`src/design/vctl_pkg.sv`:
```
// Shared types, constants and control structs of the calibration table lookup.
package vctl_pkg;

  // Fixed field widths
  localparam int unsigned MV_W   = 16;
  localparam int unsigned TIME_W = 16;
  // Decivolt value of a 16-bit millivolt input fits in 10 bits (max 655)
  localparam int unsigned DV_W   = 10;

  // Default table geometry
  localparam int unsigned MIN_DECIVOLT_DEF = 100;
  localparam int unsigned TABLE_DEPTH_DEF  = 64;

  // Rounding to tenths of a volt: (mv + 50) / 100 as multiply by reciprocal.
  // 83887 / 2^23 is exact for every dividend below 91180, which covers the
  // largest rounded input 65535 + 50.
  localparam logic [MV_W:0] ROUND_OFS   = 17'd50;
  localparam logic [MV_W:0] RECIP_MUL   = 17'd83887;
  localparam int unsigned   RECIP_SHIFT = 23;

  // Command codes
  localparam logic CMD_ADD    = 1'b0;
  localparam logic CMD_LOOKUP = 1'b1;

  typedef struct packed {
    logic              command;
    logic [MV_W-1:0]   voltage_mv;
    logic [TIME_W-1:0] sample_time_ms;
  } in_t;

  typedef struct packed {
    logic              accepted;
    logic [TIME_W-1:0] expected_time_ms;
  } out_t;

  // Commands from controller to datapath
  typedef struct packed {
    logic load;
    logic divide;
    logic decode;
    logic scan;
  } ctl_t;

  // Status from datapath to controller
  typedef struct packed {
    logic is_lookup;
    logic found;
  } sts_t;

endpackage

```
`src/design/vctl_ctrl.sv`:
```
// Sequencing state machine of the calibration table lookup.
module vctl_ctrl (
  input  logic          clk_i,
  input  logic          rst_ni,
  input  logic          start_i,
  input  vctl_pkg::sts_t sts_i,
  output vctl_pkg::ctl_t ctl_o,
  output logic          busy_o,
  output logic          done_o
);

  typedef enum logic [2:0] {
    S_IDLE,
    S_DIV,
    S_DECODE,
    S_SCAN,
    S_RESP
  } state_e;

  state_e state_q, state_d;
  logic   busy_q, busy_d;
  logic   done_q, done_d;

  // Decode commands and next state
  always_comb begin
    state_d = state_q;
    busy_d  = busy_q;
    done_d  = 1'b0;
    ctl_o   = '0;
    case (state_q)
      S_IDLE: begin
        if (start_i) begin
          ctl_o.load = 1'b1;
          busy_d     = 1'b1;
          state_d    = S_DIV;
        end
      end
      S_DIV: begin
        ctl_o.divide = 1'b1;
        state_d      = S_DECODE;
      end
      S_DECODE: begin
        ctl_o.decode = 1'b1;
        if (sts_i.is_lookup) begin
          state_d = S_SCAN;
        end else begin
          state_d = S_RESP;
          done_d  = 1'b1;
        end
      end
      S_SCAN: begin
        ctl_o.scan = 1'b1;
        if (sts_i.found) begin
          state_d = S_RESP;
          done_d  = 1'b1;
        end
      end
      S_RESP: begin
        busy_d  = 1'b0;
        state_d = S_IDLE;
      end
      default: begin
        busy_d  = 1'b0;
        state_d = S_IDLE;
      end
    endcase
  end

  // Hold state and registered outputs
  always_ff @(posedge clk_i or negedge rst_ni) begin
    if (!rst_ni) begin
      state_q <= S_IDLE;
      busy_q  <= 1'b0;
      done_q  <= 1'b0;
    end else begin
      state_q <= state_d;
      busy_q  <= busy_d;
      done_q  <= done_d;
    end
  end

  assign busy_o = busy_q;
  assign done_o = done_q;

endmodule

```
`src/design/vctl_datapath.sv`:
```
// Datapath of the calibration table lookup: rounding, table memory and outward search.
module vctl_datapath #(
  parameter int unsigned MIN_DECIVOLT = vctl_pkg::MIN_DECIVOLT_DEF,
  parameter int unsigned TABLE_DEPTH  = vctl_pkg::TABLE_DEPTH_DEF
) (
  input  logic           clk_i,
  input  logic           rst_ni,
  input  vctl_pkg::ctl_t ctl_i,
  input  vctl_pkg::in_t  item_i,
  output vctl_pkg::sts_t sts_o,
  output vctl_pkg::out_t result_o
);

  localparam int unsigned DV_W   = vctl_pkg::DV_W;
  localparam int unsigned MV_W   = vctl_pkg::MV_W;
  localparam int unsigned TIME_W = vctl_pkg::TIME_W;
  localparam int unsigned IDX_W  = (TABLE_DEPTH > 1) ? $clog2(TABLE_DEPTH) : 1;
  localparam int unsigned CNT_W  = IDX_W + 2;
  localparam logic [DV_W:0] LO_BOUND = (DV_W+1)'(MIN_DECIVOLT);
  localparam logic [DV_W:0] HI_BOUND = (DV_W+1)'(MIN_DECIVOLT + TABLE_DEPTH - 1);
  localparam logic [CNT_W-1:0] DEPTH_C = CNT_W'(TABLE_DEPTH);

  // Item registers
  vctl_pkg::in_t     cmd_q;
  logic [MV_W:0]     x_q;
  logic [DV_W-1:0]   dv_q;
  logic [IDX_W-1:0]  idx_q;
  logic [CNT_W-1:0]  dist_q;
  vctl_pkg::out_t    res_q;

  // Table storage and read registers
  logic [TIME_W-1:0] mem [TABLE_DEPTH];
  logic [TABLE_DEPTH-1:0] valid_q;
  logic [TIME_W-1:0] rd_lo_q, rd_hi_q;
  logic              lo_ok_q, hi_ok_q;
  logic              lo_in_q, hi_in_q;

  logic [2*MV_W+1:0] prod;
  logic [DV_W-1:0]   dv_d;
  logic [DV_W:0]     dv_ext, clamped;
  logic              in_range;
  logic [IDX_W-1:0]  idx_d, wr_idx;
  logic              wr_en;
  logic [CNT_W-1:0]  idx_ext;
  logic [IDX_W-1:0]  addr_lo, addr_hi;
  logic              lo_in, hi_in;
  logic [TIME_W-1:0] lo_val, hi_val, pick;
  logic              lo_nz, hi_nz, found;
  logic [TIME_W:0]   pair_sum;

  // Round to decivolts by reciprocal multiply
  assign prod = x_q * vctl_pkg::RECIP_MUL;
  assign dv_d = prod[vctl_pkg::RECIP_SHIFT +: DV_W];

  // Range check and clamp into the table
  assign dv_ext   = {1'b0, dv_q};
  assign in_range = (dv_ext >= LO_BOUND) && (dv_ext <= HI_BOUND);
  always_comb begin
    if (dv_ext < LO_BOUND) begin
      clamped = LO_BOUND;
    end else if (dv_ext > HI_BOUND) begin
      clamped = HI_BOUND;
    end else begin
      clamped = dv_ext;
    end
  end
  assign idx_d  = IDX_W'(clamped - LO_BOUND);
  assign wr_idx = IDX_W'(dv_ext - LO_BOUND);
  assign wr_en  = ctl_i.decode && (cmd_q.command == vctl_pkg::CMD_ADD) && in_range;

  // Select read addresses: exact entry on decode, neighbor pair while scanning
  assign idx_ext = CNT_W'(idx_q);
  always_comb begin
    if (ctl_i.decode) begin
      addr_lo = idx_d;
      addr_hi = idx_d;
      lo_in   = 1'b1;
      hi_in   = 1'b0;
    end else begin
      addr_lo = IDX_W'(idx_ext - dist_q);
      addr_hi = IDX_W'(idx_ext + dist_q);
      lo_in   = dist_q <= idx_ext;
      hi_in   = (idx_ext + dist_q) < DEPTH_C;
    end
  end

  // Write and read the table
  always_ff @(posedge clk_i) begin
    if (wr_en) begin
      mem[wr_idx] <= cmd_q.sample_time_ms;
    end
    rd_lo_q <= mem[addr_lo];
    rd_hi_q <= mem[addr_hi];
  end

  // Mark written entries; reset empties the whole table at once
  always_ff @(posedge clk_i or negedge rst_ni) begin
    if (!rst_ni) begin
      valid_q <= '0;
    end else if (wr_en) begin
      valid_q[wr_idx] <= 1'b1;
    end
  end

  // Evaluate the pair read in the previous cycle
  assign lo_val   = lo_ok_q ? rd_lo_q : '0;
  assign hi_val   = hi_ok_q ? rd_hi_q : '0;
  assign lo_nz    = lo_val != '0;
  assign hi_nz    = hi_val != '0;
  assign pair_sum = {1'b0, lo_val} + {1'b0, hi_val};
  assign found    = lo_nz || hi_nz || (!lo_in_q && !hi_in_q);
  always_comb begin
    if (lo_nz && hi_nz) begin
      pick = pair_sum[TIME_W:1];
    end else if (lo_nz) begin
      pick = lo_val;
    end else begin
      pick = hi_val;
    end
  end

  // Advance item registers
  always_ff @(posedge clk_i) begin
    if (ctl_i.load) begin
      cmd_q <= item_i;
      x_q   <= {1'b0, item_i.voltage_mv} + vctl_pkg::ROUND_OFS;
    end
    if (ctl_i.divide) begin
      dv_q <= dv_d;
    end
    if (ctl_i.decode) begin
      idx_q  <= idx_d;
      dist_q <= CNT_W'(1);
    end else if (ctl_i.scan) begin
      dist_q <= dist_q + CNT_W'(1);
    end
    if (ctl_i.decode || ctl_i.scan) begin
      lo_in_q <= lo_in;
      hi_in_q <= hi_in;
      lo_ok_q <= lo_in && valid_q[addr_lo];
      hi_ok_q <= hi_in && valid_q[addr_hi];
    end
    if (ctl_i.decode && (cmd_q.command == vctl_pkg::CMD_ADD)) begin
      res_q.accepted         <= in_range;
      res_q.expected_time_ms <= '0;
    end else if (ctl_i.scan && found) begin
      res_q.accepted         <= 1'b0;
      res_q.expected_time_ms <= pick;
    end
  end

  assign sts_o.is_lookup = cmd_q.command == vctl_pkg::CMD_LOOKUP;
  assign sts_o.found     = found;
  assign result_o        = res_q;

endmodule

```
`src/design/voltage_calibration_table_lookup.sv`:
```
// Top level of the battery voltage calibration table lookup.
// Usage: drive cmd_i and raise start; the command beat is taken at a rising
// edge with start high and busy low. busy stays high until the result beat
// has been shown. An add stores sample_time_ms at the entry for the rounded
// decivolt value if it lies in the table, and accepted tells whether it did;
// a lookup returns the expected time. The result beat sits on result_o for
// exactly one cycle with done_o high; the receiver cannot stall, so it must
// take every beat as it comes. The millivolt value is rounded by a reciprocal
// multiply into a register, then range-checked and clamped. An add shows
// done_o once that check has been made. A lookup then scans outward one
// neighbor pair per cycle through the two read ports of the table memory,
// starting at the exact entry, until it finds a populated entry or both sides
// have left the table, at a distance of at most TABLE_DEPTH. A new command
// may start the cycle after done_o.
// Reset: the per-entry valid flags clear at once, so the table reads empty
// right after reset with no clearing pass; busy and done_o go low.
module voltage_calibration_table_lookup #(
  parameter int unsigned MIN_DECIVOLT = vctl_pkg::MIN_DECIVOLT_DEF,
  parameter int unsigned TABLE_DEPTH  = vctl_pkg::TABLE_DEPTH_DEF
) (
  input  logic           clk_i,
  input  logic           rst_ni,
  input  logic           start,
  output logic           busy,
  input  vctl_pkg::in_t  cmd_i,
  output logic           done_o,
  output vctl_pkg::out_t result_o
);

  vctl_pkg::ctl_t ctl;
  vctl_pkg::sts_t sts;

  // Sequence the command
  vctl_ctrl u_ctrl (
    .clk_i  (clk_i),
    .rst_ni (rst_ni),
    .start_i(start),
    .sts_i  (sts),
    .ctl_o  (ctl),
    .busy_o (busy),
    .done_o (done_o)
  );

  // Compute and store
  vctl_datapath #(
    .MIN_DECIVOLT(MIN_DECIVOLT),
    .TABLE_DEPTH (TABLE_DEPTH)
  ) u_datapath (
    .clk_i   (clk_i),
    .rst_ni  (rst_ni),
    .ctl_i   (ctl),
    .item_i  (cmd_i),
    .sts_o   (sts),
    .result_o(result_o)
  );

endmodule

```
`config.mk`:
```
export PLATFORM = sky130hd
export DESIGN_NAME = voltage_calibration_table_lookup
export DESIGN_NICKNAME = d
export VERILOG_FILES = /design/src/design/vctl_pkg.sv /design/src/design/vctl_ctrl.sv /design/src/design/vctl_datapath.sv /design/src/design/voltage_calibration_table_lookup.sv
export SDC_FILE = /design/constraint.sdc
export NUM_CORES = 2
export LEC_CHECK = 0
export ABC_CLOCK_PERIOD_IN_PS = 7160
export BUFFER_PORTS_ARGS = -buffer_cell sky130_fd_sc_hd__buf_2
export CORE_MARGIN = 2
export CORE_UTILIZATION = 25
export DETAILED_ROUTE_END_ITERATION = 8
export PLACE_DENSITY_LB_ADDON = 0.25
export RECOVER_POWER = 100
export SLEW_MARGIN = 20
export SYNTH_ARGS = -nofsm -noshare
export SYNTH_HDL_FRONTEND = slang
export SYNTH_SLANG_ARGS = --single-unit
```
`constraint.sdc`:
```
create_clock -name clk_i -period 7.16 [get_ports clk_i]
set_clock_uncertainty 0.05 [all_clocks]
set_input_delay 0 -clock clk_i [delete_from_list [all_inputs] [get_ports clk_i]]
set_output_delay 0 -clock clk_i [all_outputs]
set_load 0.005 [all_outputs]
```
==> summary.md <==
| Metric | Value |
|---|---|
| Status | `finished with violations` |
| Failing checks | `max-capacitance violations, max-slew violations` |
| Hold WC Path Type | `in2reg` |
| Post-CTS setup buffer count | `0` |
| Number of max-cap violations | `85` |
| Synth Warn # | `0` |
| Rel. slew slack | `-1.584` |
| Fmax achieved | `~140 MHz` |
| Initial antenna violation count | `23` |
| Worst path arrival time | `about 7500 ps` |
| Drt drc | `0` |
| Dpl ws | `-130.8 ps` |
| Actual slew at the worst max-slew pin | `around 3900 ps` |
| Routed Antenna Nets | `0` |
| Overall routing resource usage | `0.1835` |
| Final setup margin | `197.5 ps` |
| Worst path cell trace | `inv_1 > ha_1 > nor2b_1 > o21ai_0 > o21ai_0 > nand2_1 > ha_1 > nor2_1 > a21oi_2 > nor2_2 > clkbuf_2 > o21ai_0 > nand4_1 > o211ai_1 > o221ai_1` |
| Worst skew pair latency | `just over 800 ps` |
| Async SR Flop Fraction | `0.05731` |
| Slowest CP cell | `a21oi_2` |
| Finished Core Util | `0.2884` |
| Drt pass-1 iters | `8` |
| Final hold vios | `0` |
| CP endpoint kind | `flip-flop` |
| Die area | `~0.27 mm²` |
| Reg-to-Reg Start | `u_datapath.dv_q[2]` |
| Placer Congestion | `a little under 0.9` |
| Hold Crit Endpoint | `u_datapath.x_q[5]` |
| Crit path largest cell delay | `1160 ps` |
| Layout area overhead | `14.63%` |
| CP required | `between 7000 and 8000 ps` |
| Worst-path clk slew | `~60 ps` |
| FF+latch count, synth | `1,204` |
| Final std cells w/o fill | `10,219` |
| # fillers | `between 20,000 and 30,000` |
| Most frequent cells in the layout | `2,015 x nand2_1, 1,079 x edfxtp_1, 831 x nand3_1, 293 x inv_1, 190 x mux2i_1` |
| Top Ports | `55` |
| Tmin final | `about 7000 ps` |
| Critical path fanouts, max | `18` |
| Vias in the first global route | `between 40,000 and 50,000` |
| Syn Inst Count | `6,589` |
| Cell repeated most along the worst path | `o21ai_0` |
| Crit Path Category | `reg2reg` |
| Placeable Area | `between 0.2 and 0.3 mm²` |
| Initial drt markers | `6,476` |
| Final period util | `0.9724` |
| Initial Utilization | `0.2516` |
| Chip height | `approximately 520 µm` |
| Cell variety after synth | `just over 80` |
| Rows | `between 150 and 200` |
| Largest net degree at the start of global routing | `~130` |
| CTS Buffer Depth | `3` |
| Clk sinks | `about 1,200` |
| Dpl cells | `between 9,000 and 10,000` |
| Placed wire-length estimate | `between 150 and 200 mm` |
| Drt via density | `slightly above 5` |
| RSZ-0062 raised after global routing | `no` |
| RR Endpoint | `u_datapath.rd_lo_q[14]` |
| EDFF count, synth | `about 1,100` |
| Wirelength per Cell | `24.49 µm` |
| First-pass GRT wire length | `356.9 mm` |
| Layout cell share with drive strength beyond 1 | `0.07597` |
| Vias | `52,096` |
| Max Slew Vio Count | `approximately 2,300` |
| Post-Syn Area | `around 0.065 mm²` |
| Net Count, Synth | `roughly 6,900` |
| Clk Tree Root Cell | `clkbuf_16` |
| Number of buffers added on ports | `54` |
| Reg2reg setup slack | `about 200 ps` |
| Hold path start | `cmd_i[21]` |
| Startpoint types | `flip-flop` |
| Total gr overflow | `0` |
| Fin nets | `6,953` |
| Mean Syn Cell Area | `9.927 µm²` |
| CTS tree | `built` |
| Post-synthesis sequential area ratio | `0.5389` |
| Prevailing post-synth register cell | `edfxtp_1` |
| Most common cell after layout, fill and taps aside | `nand2_1` |
| CTS Buf Count | `~140` |
| Die extent in x | `515.5 µm` |
| Worst Hold Depth | `3` |
| CTS H-tree lvls | `4` |
| Setup violators final | `0` |
| Routed WL | `around 250 mm` |
| Reg2reg path depth | `15` |
## logic make-up (layout without fill, tap and decap cells)
| kind of cell | after synthesis | count (layout) | share of synthesized area |
|---|---|---|---|
| adder cells (fa/ha/maj) | 312 | 312 | 0.07391 |
| XOR/XNOR | 47 | 47 | 0.006293 |
| buffers and inverters | 734 | 858 | 0.04834 |
| AND/OR/NAND/NOR | 3412 | 3412 | 0.2278 |
| multiplexers | 194 | 194 | 0.02994 |
| other | 0 | 10 | 0 |
| AO/OA/AOI/OAI | 686 | 686 | 0.07483 |
| flip-flops | 1204 | 1204 | 0.5389 |
## cell usage after synthesis, types with 20 or more instances
cell type	count	area share
nor4_1	20	0.0019
dfxtp_1	56	0.017
dfrtp_1	69	0.026
a311oi_1	79	0.011
inv_1	293	0.017
xnor2_1	28	0.0037
nor2_1	149	0.0086
clkbuf_1	118	0.0068
and3_1	188	0.018
or2_2	65	0.0062
buf_2	228	0.017
mux2i_1	190	0.029
nand3_1	832	0.064
a211oi_1	33	0.0038
a221oi_1	25	0.0033
nand4_1	34	0.0033
nand2_1	2014	0.12
and2_1	27	0.0026
a32o_1	24	0.0037
nor3_1	26	0.0020
a32oi_1	38	0.0051
fa_1	124	0.038
edfxtp_1	1079	0.50
a21oi_1	130	0.0099
o21ai_0	55	0.0042
ha_1	188	0.036
buf_1	69	0.0040
a31oi_1	139	0.013
## routing by layer
metal | global-route usage | up-vias | part of all wire
met1 | 0.2526 | 26042 | 0.44
met4 | 0.05964 | 8 | 0.034
met2 | 0.2902 | 2292 | 0.45
li1 | - | 23326 | -
met3 | 0.03253 | 428 | 0.081
met5 | 0 | - | 0.00025
## cell type report
| class | instances | area (µm²) | share of cell area |
|---|---|---|---|
| timing repair buffer | 315 | 2567 | 0.03424 |
| clock buffer | 180 | 3779 | 0.05040 |
| sequential | 1204 | 35250 | 0.4701 |
| clock inverter | 68 | 625.6 | 0.008344 |
| multi-input combinational | 4651 | 27250 | 0.3634 |
| antenna | 10 | 25.02 | 0.0003338 |
| tap | 3496 | 4374 | 0.05834 |
| inverter | 295 | 1109 | 0.01479 |
## stage by stage
stage          hold slack, ps  TNS, ps  area [µm²]
2_1_floorplan          -345.6        0       65410
4_1_cts                 4.213        0       75510
3_3_place_gp           -128.9        0       70440
5_1_grt                 51.10        0       74970
6_report                63.13        0       74980
3_5_place_dp           -122.6   -346.7       70460
## flip-flops by register name (all words and copies together) (netlist names), 6 cells and up
register,count
u_datapath.valid_q,64
u_datapath.rd_hi_q,16
u_datapath.x_q,17
u_datapath.idx_q,6
u_datapath.cmd_q,16
u_datapath.rd_lo_q,16
u_datapath.result_o,17
u_datapath.mem,1024
u_datapath.dv_q,10
u_datapath.dist_q,8
## repair_timing
action | 4_1_cts | 5_1_grt
hold buffers | 64 | 1
resized for setup | 1 | 2
endpoints found under the hold margin | 139 | 21
setup endpoints to repair | 4 | 6
pin swaps | 0 | 0
## worst max-delay path by stage
stage	startpoint	to	slack, ps	cells after the start
after global routing	u_datapath.dv_q[2]	u_datapath.rd_lo_q[14]	110	15
final	u_datapath.dv_q[2]	u_datapath.rd_lo_q[14]	200	15
after floorplan	u_datapath.x_q[15]	u_datapath.dv_q[8]	1250	20
after detailed placement	u_datapath.x_q[15]	u_datapath.dv_q[8]	-130	20
after global placement	u_datapath.x_q[15]	u_datapath.dv_q[8]	140	20
after CTS	u_datapath.x_q[15]	u_datapath.dv_q[8]	140	20
## critical path, delay by kind of cell, from the launching register on
family | cells | cell delay (ps)
AO/OA/AOI/OAI | 6 | 3630
AND/OR/NAND/NOR | 5 | 1230
buffers and inverters | 2 | 880
adder cells (fa/ha/maj) | 2 | 550
flip-flops | 1 | 370
Power is left out: the tool's default activity adds up to more than one toggle a clock period on the data nets, which glitch-free logic cannot reach.
